[config.mk]
export PLATFORM = sky130hd
export DESIGN_NAME = gcr_disk_read_write_shifter_unit
export DESIGN_NICKNAME = d
export VERILOG_FILES = /design/src/hw/rtl/gcr_rw_pkg.sv /design/src/hw/rtl/gcr_rw_stepper.sv /design/src/hw/rtl/gcr_rw_shifter.sv /design/src/hw/rtl/gcr_disk_read_write_shifter_unit.sv
export SDC_FILE = /design/constraint.sdc
export NUM_CORES = 1
export LEC_CHECK = 0
export BUFFER_PORTS_ARGS = -buffer_cell sky130_fd_sc_hd__buf_4
export CORE_MARGIN = 10
export CORE_UTILIZATION = 55
export DETAILED_ROUTE_END_ITERATION = 16
export PLACE_DENSITY_LB_ADDON = 0.1
export SLEW_MARGIN = 40
export SYNTH_ARGS = -nofsm -noshare
export SYNTH_HDL_FRONTEND = slang
export SYNTH_HIERARCHICAL = 1
export SYNTH_SLANG_ARGS = --single-unit
export TNS_END_PERCENT = 30
[constraint.sdc]
create_clock -name clk -period 14.8 [get_ports clk]
set_input_delay 2.96 -clock clk [delete_from_list [all_inputs] [get_ports clk]]
set_output_delay 2.96 -clock clk [all_outputs]
set_load 0.02 [all_outputs]
[src/hw/rtl/gcr_rw_pkg.sv]
// shared types and constants for the gcr read/write shifter
`timescale 1ns / 1ps
package gcr_rw_pkg;

  localparam int unsigned HT_W     = 7;
  localparam int unsigned TRK_W    = HT_W - 1;
  localparam int unsigned SHIFT_W  = 10;
  localparam int unsigned TIMER_W  = 10;
  localparam int unsigned CFG_AW   = 4;
  localparam int unsigned CFG_DW   = 32;

  // reset values of the zone period registers
  localparam logic [7:0] PERIOD_A_RST = 8'd19;
  localparam logic [7:0] PERIOD_B_RST = 8'd18;
  localparam logic [7:0] PERIOD_C_RST = 8'd17;
  localparam logic [7:0] PERIOD_D_RST = 8'd16;

  localparam logic [7:0]         MIN_PERIOD = 8'd4;
  localparam logic [TIMER_W-1:0] TIMER_DEC  = 10'd4;
  localparam logic [TIMER_W-1:0] TIMER_RST  = 10'd19;
  localparam logic [7:0]         PERIOD_RST = 8'd19;

  // first track of speed zones b, c and d
  localparam logic [TRK_W-1:0] TRACK_ZONE_B = 6'd17;
  localparam logic [TRK_W-1:0] TRACK_ZONE_C = 6'd24;
  localparam logic [TRK_W-1:0] TRACK_ZONE_D = 6'd30;

  localparam logic [SHIFT_W-1:0] SYNC_PATTERN = 10'h3FF;
  localparam logic [2:0]         LAST_BIT     = 3'd7;

  typedef enum logic [1:0] {
    REG_ZONE_A = 2'd0,
    REG_ZONE_B = 2'd1,
    REG_ZONE_C = 2'd2,
    REG_ZONE_D = 2'd3
  } cfg_reg_e;

  typedef struct packed {
    logic [7:0] zone_a;
    logic [7:0] zone_b;
    logic [7:0] zone_c;
    logic [7:0] zone_d;
  } cfg_t;

  typedef struct packed {
    logic [1:0] step_phase;
    logic       motor_on;
    logic       read_mode;
    logic       ready_enable;
    logic [7:0] write_data;
    logic       disk_bit;
  } in_item_t;

  typedef struct packed {
    logic [7:0]      read_data;
    logic            sync_n;
    logic            byte_ready;
    logic            bit_tick;
    logic            write_strobe;
    logic            write_bit;
    logic [HT_W-1:0] half_track;
  } out_item_t;

  typedef struct packed {
    logic [HT_W-1:0] half_track;
    logic            tick_due;
  } step_t;

endpackage

[src/hw/rtl/gcr_rw_stepper.sv]
// head stepper, speed zone select and bit timer
`timescale 1ns / 1ps
module gcr_rw_stepper #(
  parameter int unsigned MAX_HALF_TRACK = 70
) (
  input  logic                clk,
  input  logic                rst_n,
  input  logic                advance,
  input  logic [1:0]          step_phase,
  input  gcr_rw_pkg::cfg_t    cfg,
  output gcr_rw_pkg::step_t   step
);

  localparam logic [gcr_rw_pkg::HT_W-1:0] MAX_HT = gcr_rw_pkg::HT_W'(MAX_HALF_TRACK);

  logic [1:0]                         phase_r, phase_nxt;
  logic [gcr_rw_pkg::HT_W-1:0]        track_r, track_nxt;
  logic [7:0]                         period_r, period_nxt;
  logic [gcr_rw_pkg::TIMER_W-1:0]     timer_r, timer_nxt, timer_dec;
  logic [gcr_rw_pkg::TRK_W-1:0]       trk;
  logic                               step_out;
  logic                               due;
  logic [7:0]                         zone_p;

  // step direction and clamped head move
  always_comb begin
    phase_nxt  = step_phase;
    track_nxt  = track_r;
    period_nxt = period_r;
    step_out   = (step_phase == 2'd3 && phase_r == 2'd0) || (step_phase < phase_r);
    if (step_phase == 2'd0 && phase_r == 2'd3) begin
      step_out = 1'b0;
    end
    trk = track_nxt[gcr_rw_pkg::HT_W-1:1];
    zone_p = cfg.zone_d;
    if (step_phase != phase_r) begin
      if (step_out) begin
        track_nxt = (track_r == '0) ? track_r : track_r - 1'b1;
      end else begin
        track_nxt = (track_r >= MAX_HT) ? MAX_HT : track_r + 1'b1;
      end
      // speed zone of the new track
      trk = track_nxt[gcr_rw_pkg::HT_W-1:1];
      if (trk < gcr_rw_pkg::TRACK_ZONE_B) begin
        zone_p = cfg.zone_a;
      end else if (trk < gcr_rw_pkg::TRACK_ZONE_C) begin
        zone_p = cfg.zone_b;
      end else if (trk < gcr_rw_pkg::TRACK_ZONE_D) begin
        zone_p = cfg.zone_c;
      end
      period_nxt = (zone_p < gcr_rw_pkg::MIN_PERIOD) ? gcr_rw_pkg::MIN_PERIOD : zone_p;
    end
  end

  // bit timer: count down, add the zone period at zero or below
  always_comb begin
    timer_dec = timer_r - gcr_rw_pkg::TIMER_DEC;
    due       = timer_dec[gcr_rw_pkg::TIMER_W-1] || (timer_dec == '0);
    timer_nxt = due ? timer_dec + {2'b00, period_nxt} : timer_dec;
  end

  always_ff @(posedge clk) begin
    if (!rst_n) begin
      phase_r  <= '0;
      track_r  <= '0;
      period_r <= gcr_rw_pkg::PERIOD_RST;
      timer_r  <= gcr_rw_pkg::TIMER_RST;
    end else if (advance) begin
      phase_r  <= phase_nxt;
      track_r  <= track_nxt;
      period_r <= period_nxt;
      timer_r  <= timer_nxt;
    end
  end

  assign step.half_track = track_nxt;
  assign step.tick_due   = due;

endmodule

[src/hw/rtl/gcr_rw_shifter.sv]
// read/write shift register with sync and byte detect
`timescale 1ns / 1ps
module gcr_rw_shifter (
  input  logic                  clk,
  input  logic                  rst_n,
  input  logic                  advance,
  input  gcr_rw_pkg::in_item_t  item,
  input  gcr_rw_pkg::step_t     step,
  output gcr_rw_pkg::out_item_t result
);

  logic [gcr_rw_pkg::SHIFT_W-1:0] shift_r, shift_nxt, shift_in;
  logic [2:0]                     count_r, count_nxt;
  logic                           byte_flag_r, byte_flag_nxt;
  logic                           sync_flag_n_r, sync_flag_n_nxt;
  logic                           held_sync_n_r, held_sync_n_nxt;
  logic                           held_ready_r, held_ready_nxt;
  logic                           tick, hold, strobe, wbit;
  logic                           sync_out, ready_out;

  always_comb begin
    shift_nxt       = shift_r;
    count_nxt       = count_r;
    byte_flag_nxt   = byte_flag_r;
    sync_flag_n_nxt = sync_flag_n_r;
    shift_in        = shift_r;
    strobe          = 1'b0;
    wbit            = 1'b0;
    tick            = step.tick_due && item.motor_on;
    hold            = step.tick_due && !item.motor_on;
    if (tick) begin
      if (item.read_mode) begin
        // read: shift disk bit in, ten ones is sync
        shift_nxt       = {shift_r[gcr_rw_pkg::SHIFT_W-2:0], item.disk_bit};
        sync_flag_n_nxt = (shift_nxt != gcr_rw_pkg::SYNC_PATTERN);
        if (!sync_flag_n_nxt) begin
          count_nxt     = '0;
          byte_flag_nxt = 1'b0;
        end else begin
          count_nxt     = count_r + 1'b1;
          byte_flag_nxt = (count_r == gcr_rw_pkg::LAST_BIT);
        end
      end else begin
        // write: load byte at byte start, shift out msb first
        if (count_r == '0) begin
          shift_in = {2'b00, item.write_data};
        end
        wbit          = shift_in[7];
        strobe        = 1'b1;
        shift_nxt     = {2'b00, shift_in[6:0], 1'b0};
        count_nxt     = count_r + 1'b1;
        byte_flag_nxt = (count_r == gcr_rw_pkg::LAST_BIT);
      end
    end
    // motor off at a due tick holds the last driven flags
    if (hold) begin
      sync_out  = held_sync_n_r;
      ready_out = held_ready_r;
    end else begin
      sync_out  = sync_flag_n_nxt;
      ready_out = byte_flag_nxt && item.ready_enable;
    end
    held_sync_n_nxt = sync_out;
    held_ready_nxt  = ready_out;
  end

  always_ff @(posedge clk) begin
    if (!rst_n) begin
      shift_r       <= '0;
      count_r       <= '0;
      byte_flag_r   <= 1'b0;
      sync_flag_n_r <= 1'b0;
      held_sync_n_r <= 1'b1;
      held_ready_r  <= 1'b0;
    end else if (advance) begin
      shift_r       <= shift_nxt;
      count_r       <= count_nxt;
      byte_flag_r   <= byte_flag_nxt;
      sync_flag_n_r <= sync_flag_n_nxt;
      held_sync_n_r <= held_sync_n_nxt;
      held_ready_r  <= held_ready_nxt;
    end
  end

  assign result.read_data    = shift_nxt[7:0];
  assign result.sync_n       = sync_out;
  assign result.byte_ready   = ready_out;
  assign result.bit_tick     = tick;
  assign result.write_strobe = strobe;
  assign result.write_bit    = wbit;
  assign result.half_track   = step.half_track;

endmodule

[src/hw/rtl/gcr_disk_read_write_shifter_unit.sv]
// top level: request registers, config registers, stepper and shifter
//
//  channel | ports                                    | role
//  in_     | in_valid, in_ready, in_data              | one clock of drive inputs
//  out_    | out_valid, out_ready, out_data           | one result per request
//  cfg     | psel, penable, pwrite, paddr, pwdata,    | zone period registers
//          | prdata, pready                           |
//
// one request per clock while out_ready is high: an input register, one pass
// of logic and a result register, loaded from the input register on advance
// a stalled result holds both stages; in_ready drops only when both are full
// reset is synchronous and returns the head to half track 0 and the timer to 19
`timescale 1ns / 1ps
module gcr_disk_read_write_shifter_unit #(
  parameter int unsigned MAX_HALF_TRACK = 70
) (
  input  logic                                clk,
  input  logic                                rst_n,
  input  logic                                in_valid,
  output logic                                in_ready,
  input  gcr_rw_pkg::in_item_t                in_data,
  output logic                                out_valid,
  input  logic                                out_ready,
  output gcr_rw_pkg::out_item_t               out_data,
  input  logic                                psel,
  input  logic                                penable,
  input  logic                                pwrite,
  input  logic [gcr_rw_pkg::CFG_AW-1:0]       paddr,
  input  logic [gcr_rw_pkg::CFG_DW-1:0]       pwdata,
  output logic [gcr_rw_pkg::CFG_DW-1:0]       prdata,
  output logic                                pready
);

  gcr_rw_pkg::cfg_t       cfg_r;
  gcr_rw_pkg::in_item_t   s1_item_r;
  logic                   s1_valid_r;
  gcr_rw_pkg::out_item_t  out_item_r, result;
  logic                   out_valid_r;
  gcr_rw_pkg::step_t      step;
  gcr_rw_pkg::cfg_reg_e   reg_sel;
  logic                   advance;
  logic                   cfg_wr;

  // handshake between the two stages
  assign advance  = s1_valid_r && (!out_valid_r || out_ready);
  assign in_ready = !s1_valid_r || advance;

  // config port
  assign pready  = 1'b1;
  assign reg_sel = gcr_rw_pkg::cfg_reg_e'(paddr[3:2]);
  assign cfg_wr  = psel && penable && pwrite;

  always_comb begin
    case (reg_sel)
      gcr_rw_pkg::REG_ZONE_A: prdata = {24'd0, cfg_r.zone_a};
      gcr_rw_pkg::REG_ZONE_B: prdata = {24'd0, cfg_r.zone_b};
      gcr_rw_pkg::REG_ZONE_C: prdata = {24'd0, cfg_r.zone_c};
      gcr_rw_pkg::REG_ZONE_D: prdata = {24'd0, cfg_r.zone_d};
      default:                prdata = '0;
    endcase
  end

  always_ff @(posedge clk) begin
    if (!rst_n) begin
      cfg_r.zone_a <= gcr_rw_pkg::PERIOD_A_RST;
      cfg_r.zone_b <= gcr_rw_pkg::PERIOD_B_RST;
      cfg_r.zone_c <= gcr_rw_pkg::PERIOD_C_RST;
      cfg_r.zone_d <= gcr_rw_pkg::PERIOD_D_RST;
    end else if (cfg_wr) begin
      case (reg_sel)
        gcr_rw_pkg::REG_ZONE_A: cfg_r.zone_a <= pwdata[7:0];
        gcr_rw_pkg::REG_ZONE_B: cfg_r.zone_b <= pwdata[7:0];
        gcr_rw_pkg::REG_ZONE_C: cfg_r.zone_c <= pwdata[7:0];
        gcr_rw_pkg::REG_ZONE_D: cfg_r.zone_d <= pwdata[7:0];
        default: ;
      endcase
    end
  end

  // input stage
  always_ff @(posedge clk) begin
    if (!rst_n) begin
      s1_valid_r <= 1'b0;
    end else if (in_ready) begin
      s1_valid_r <= in_valid;
    end
  end

  always_ff @(posedge clk) begin
    if (in_valid && in_ready) begin
      s1_item_r <= in_data;
    end
  end

  gcr_rw_stepper #(
    .MAX_HALF_TRACK (MAX_HALF_TRACK)
  ) u_stepper (
    .clk        (clk),
    .rst_n      (rst_n),
    .advance    (advance),
    .step_phase (s1_item_r.step_phase),
    .cfg        (cfg_r),
    .step       (step)
  );

  gcr_rw_shifter u_shifter (
    .clk     (clk),
    .rst_n   (rst_n),
    .advance (advance),
    .item    (s1_item_r),
    .step    (step),
    .result  (result)
  );

  // result stage
  always_ff @(posedge clk) begin
    if (!rst_n) begin
      out_valid_r <= 1'b0;
    end else if (advance) begin
      out_valid_r <= 1'b1;
    end else if (out_ready) begin
      out_valid_r <= 1'b0;
    end
  end

  always_ff @(posedge clk) begin
    if (advance) begin
      out_item_r <= result;
    end
  end

  assign out_valid = out_valid_r;
  assign out_data  = out_item_r;

endmodule

Yosys cells after proc, flatten, opt, wreduce, memory -nomap -nowiden
Cells that the tools add are included.

Register bits: 111. Bits of input ports: 57. Output and inout port bits: 55. Word-level logic and storage cells: 108.

$add $sub $neg: 5. Magnitude comparators: 6. Equality and inequality tests: 8. Muxes and demuxes: 29. Bitwise logic cells: 1. Reductions and logical operators: 29.

Operators with widths (number): case mux 32 bit (4 select lines) (1); two-way mux 8 bit (8); two-way mux 7 bit (5); < comparator 6 x 5 -> 1 bit, second input constant (3); two-way mux 1 bit (11); adder 10 x 8 -> 10 bit (1); logical NOT 10 bit (1); two-way mux 10 bit (1); inequality test 10 bit, second input constant (1); AND reduction 2 bit (5); subtractor 10 x 3 -> 10 bit, second input constant (1); logical AND 1 bit (9); two-way mux 9 bit (1); equality test 2 bit, second input constant (4); < comparator 8 x 3 -> 1 bit, second input constant (1); adder 7 x 1 -> 7 bit, second input constant (1); greater-or-equal comparator 7 bit, second input constant (1); logical NOT 7 bit (1); subtractor 7 x 1 -> 7 bit, second input constant (1); logical NOT 2 bit (3); two-way mux 3 bit (2); logical OR 1 bit (4); adder 3 x 1 -> 3 bit, second input constant (1); equality test 3 bit, second input constant (1); 8 further kinds (10).

Depth between registers and ports, before layout
Depth in word-level cells: 16. Mapped depth: 24. Depth with buffers taken out: 23.

Cells and area by module
Netlist, hierarchy kept.

Modules (own cells, without submodules): gcr_rw_stepper (instances 1, cells an instance 354, area each 2832.7 um^2, seq. area each 540.5 um^2); gcr_disk_read_write_shifter_unit (instances 1, cells an instance 207, area each 2742.6 um^2, seq. area each 1701.6 um^2); gcr_rw_shifter (instances 1, cells an instance 130, area each 1049.8 um^2, seq. area each 320.3 um^2).

Worst setup path before layout
No wires, ideal clock.

Path kind: input to output. Start point: in paddr[2] (netlist name). End point: out prdata[4] (netlist name). Data arrival time: 3.732 ns. Path slack: 8.108 ns. Cell stages on the path: 2. Cells stage by stage: buf_6 > mux4_1.

Word-level cells in the longest chain between the ends: 2. Elaborated cells on any way between the ends: 5. Classes of those cells: eq/ne (3); mux (1); reduce/logical (1).

Ends and longest elaborated chain: start, declared (RTL line gcr_disk_read_write_shifter_unit.sv:28) `input logic [gcr_rw_pkg::CFG_AW-1:0] paddr,`; equality test 2 bit (tied with other cells) (RTL line gcr_disk_read_write_shifter_unit.sv:54) `case (reg_sel)`; case mux 32 bit (4 select lines) * (RTL line gcr_disk_read_write_shifter_unit.sv:54); end, declared (RTL line gcr_disk_read_write_shifter_unit.sv:30) `output logic [gcr_rw_pkg::CFG_DW-1:0] prdata,`.

Every way passes the cells marked *; elsewhere a longest branch is shown, timed or not. The select of a mux whose other input is x is not followed.

Worst setup path after layout
Start point: in paddr[2] (netlist name). End point: out prdata[6] (netlist name).

The elaborated chain is that of the path after synthesis.

==> impl_metrics.env <==
export IMPL_clock_sinks=111
export IMPL_diodes=0
export IMPL_grt_antenna_before_repair=0
export IMPL_worstMarginPinSlew_ns=0.785
export IMPL_critical_path_peak_fanout=17
export IMPL_final_cells=863
export IMPL_htreeDepth=3
export IMPL_skew_ns=0.00669
export IMPL_synth_area_per_cell_um2=9.59
export IMPL_clk_latency_ns=0.35
export IMPL_synthCells=691
export IMPL_dpl_cell_count=847
export IMPL_synth_cell_area_um2=6630
export IMPL_nets=788
export IMPL_routedWlPerCell_um=16.3
export IMPL_cp_arrival_ns=3.99
export IMPL_numPortBuffers=60
export IMPL_synth_ff_type="dfxtp_1"
export IMPL_ctsResizeCount=0
export IMPL_worst_slack_ns=7.85
export IMPL_final_hold_violation_count=0
export IMPL_hold_buffers=0
export IMPL_fin_crit_sh=0.470
export IMPL_p_total_mw=0.765
export IMPL_worst_setup_path_end_kind="primary output"
export IMPL_ys_ff_latch=111
export IMPL_pre_cts_slack_ns=7.86
export IMPL_hpwl_mm=10.2
export IMPL_cts_setup_buffers=0
export IMPL_setup_tns_ns=0
export IMPL_vias=4960
export IMPL_clk_pin_slew_ns=0.07
export IMPL_yosys_warnings=6
export IMPL_ios=112
export IMPL_grt_start_max_net_pins=91
export IMPL_max_slew_margin=0.476
export IMPL_setup_viol=0
export IMPL_drt_initial_drc_count=387
export IMPL_clock_tree_root_cell="clkbuf_16"
export IMPL_grt_use_total=0.171
export IMPL_async_flop_share=0
export IMPL_num_rows=40
export IMPL_synth_edf_count=34
export IMPL_first_global_vias=4837
export IMPL_drt_wl_total_mm=14.1
export IMPL_drive_gt1_frac=0.161
export IMPL_worstSetupPathType="in -> out"
export IMPL_max_freq_ghz=0.144
export IMPL_drc=0
export IMPL_hp_class="reg -> reg"
export IMPL_rsz0062_at_grt="false"
export IMPL_die_x_um=130
export IMPL_grt_overflow=0
export IMPL_ys_types=88
export IMPL_status="finished, final reports clean"
export IMPL_cap_violations=0
export IMPL_start_util=0.556
export IMPL_max_vdd_ir_drop_mv=0.0829
export IMPL_leakage_nw=2.94
export IMPL_ys_seq_area_frac=0.387
export IMPL_core_area_um2=11900
export IMPL_power_density_nw_per_um2=107
export IMPL_drt_pass1_iter_count=5
export IMPL_via_per_inst=5.75
export IMPL_die_y_um=130
export IMPL_cts_made_buffers=9
export IMPL_start_kind="input pin"
export IMPL_gp_congestion=0.888
export IMPL_post_route_min_period_ns=6.95
export IMPL_cts_tree="built"
export IMPL_ant_nets=0
export IMPL_slew_viol_final=0
export IMPL_die_area_um2=16800
export IMPL_clk_path_buf_depth=2
export IMPL_worstPathRequired_ns=11.84
export IMPL_nFillCells=1043
export IMPL_grt_pass1_wl_mm=23.4
export IMPL_area_delta_synth_final_pct=7.71
[synthesized netlist by cell type, drive strengths merged (19+ instances only)]
cell type  count  share of area
nand2         89          0.050
dfxtp         77           0.23
buf           62          0.068
mux2i         50          0.076
o21ai         39          0.031
edfxtp        34           0.15
nand3         29          0.024
inv           27          0.015
nor2          27          0.016
a21oi         24          0.020
nor2b         22          0.021
o211ai        20          0.025
ha            19          0.036
[worst max-delay path, stage by stage]
cell and delay [ns]:
buf_4 0.23, mux4_1 0.62, buf_4 0.18
[report_power, final]
group | switching, mW | total [mW] | leakage [nW] | internal [mW]
sequential | 0.0111 | 0.339 | 0.952 | 0.328
combinational | 0.122 | 0.203 | 1.87 | 0.0806
clock | 0.109 | 0.224 | 0.124 | 0.114
total | 0.243 | 0.765 | 2.94 | 0.523
[registers in the layout, summed over array words and instances, names as in the netlist]
register / cells
cfg_r: 32
out_data: 20
s1_item_r: 14
u_stepper/timer_r: 10
u_shifter/shift_r: 9
u_stepper/period_r: 8
u_stepper/track_r: 7
u_shifter/count_r: 3
u_stepper/phase_r: 2
out_valid: 1
s1_valid_r: 1
u_shifter/byte_flag_r: 1
u_shifter/held_ready_r: 1
u_shifter/held_sync_n_r: 1
u_shifter/sync_flag_n_r: 1
[per-stage QoR]
stage / utilization / cell area [um^2] / hold slack, ns
floorplan: - / 6710 / 0.442
detailed placement: 0.576 / 6870 / 0.460
finish: 0.599 / 7140 / 0.466
global placement: 0.576 / 6870 / 0.454
CTS: 0.599 / 7130 / 0.471
global route: 0.599 / 7140 / 0.501
[placed cells by master, fill, tap and decap left out, types with 7 or more instances in the layout]
cell       instances
a21boi_0           8
a21oi_1           22
buf_4             61
clkbuf_16          9
conb_1            25
dfxtp_1           77
edfxtp_1          34
ha_1              19
inv_1             25
mux2i_1           50
nand2_1           89
nand3_1           26
nor2_1            26
nor2b_1           21
nor3_1            11
o211a_1            7
o211ai_1          19
o21a_1             8
o21ai_0           35
xnor2_1           10
xor2_1             9
[layer usage]
layer	up-vias	GRT usage	wire length (um)
met2	132	0.284	6790
met3	16	0.0462	751
met5	-	0	0
met1	2345	0.212	6350
li1	2467	-	-
met4	0	0.0516	211
[cell families (layout without fill, tap and decap cells)]
family,Yosys count,in the layout,share of synthesized area
buffers and inverters,103,105,0.0912
flip-flops,111,111,0.387
adder cells (fa/ha/maj),20,20,0.0389
AO/OA/AOI/OAI,154,154,0.177
XOR/XNOR,19,19,0.0251
other,2,25,0.00113
AND/OR/NAND/NOR,224,224,0.176
multiplexers,58,58,0.104
[worst paths after layout]
check | cells after the start | start | slack [ns] | end
worst max-delay path | 3 | paddr[2] | 7.85 | prdata[6]
worst min-delay path | 2 | u_shifter/shift_r[8] | 0.47 | u_shifter/shift_r[8]
worst max register to register | 22 | s1_item_r[13] | 9.23 | u_stepper/timer_r[8]
worst min register to register | 2 | u_shifter/shift_r[8] | 0.47 | u_shifter/shift_r[8]
[cell type report]
cell class | instances | area (um^2) | area share
tap | 147 | 184 | 0.0258
inverter | 27 | 101 | 0.0142
multi-input combinational | 500 | 3550 | 0.498
timing repair buffer | 62 | 469 | 0.0658
clock buffer | 11 | 233 | 0.0326
clock inverter | 5 | 32.5 | 0.00456
sequential | 111 | 2560 | 0.359
Note: power is estimated with default switching activity, not from simulation.
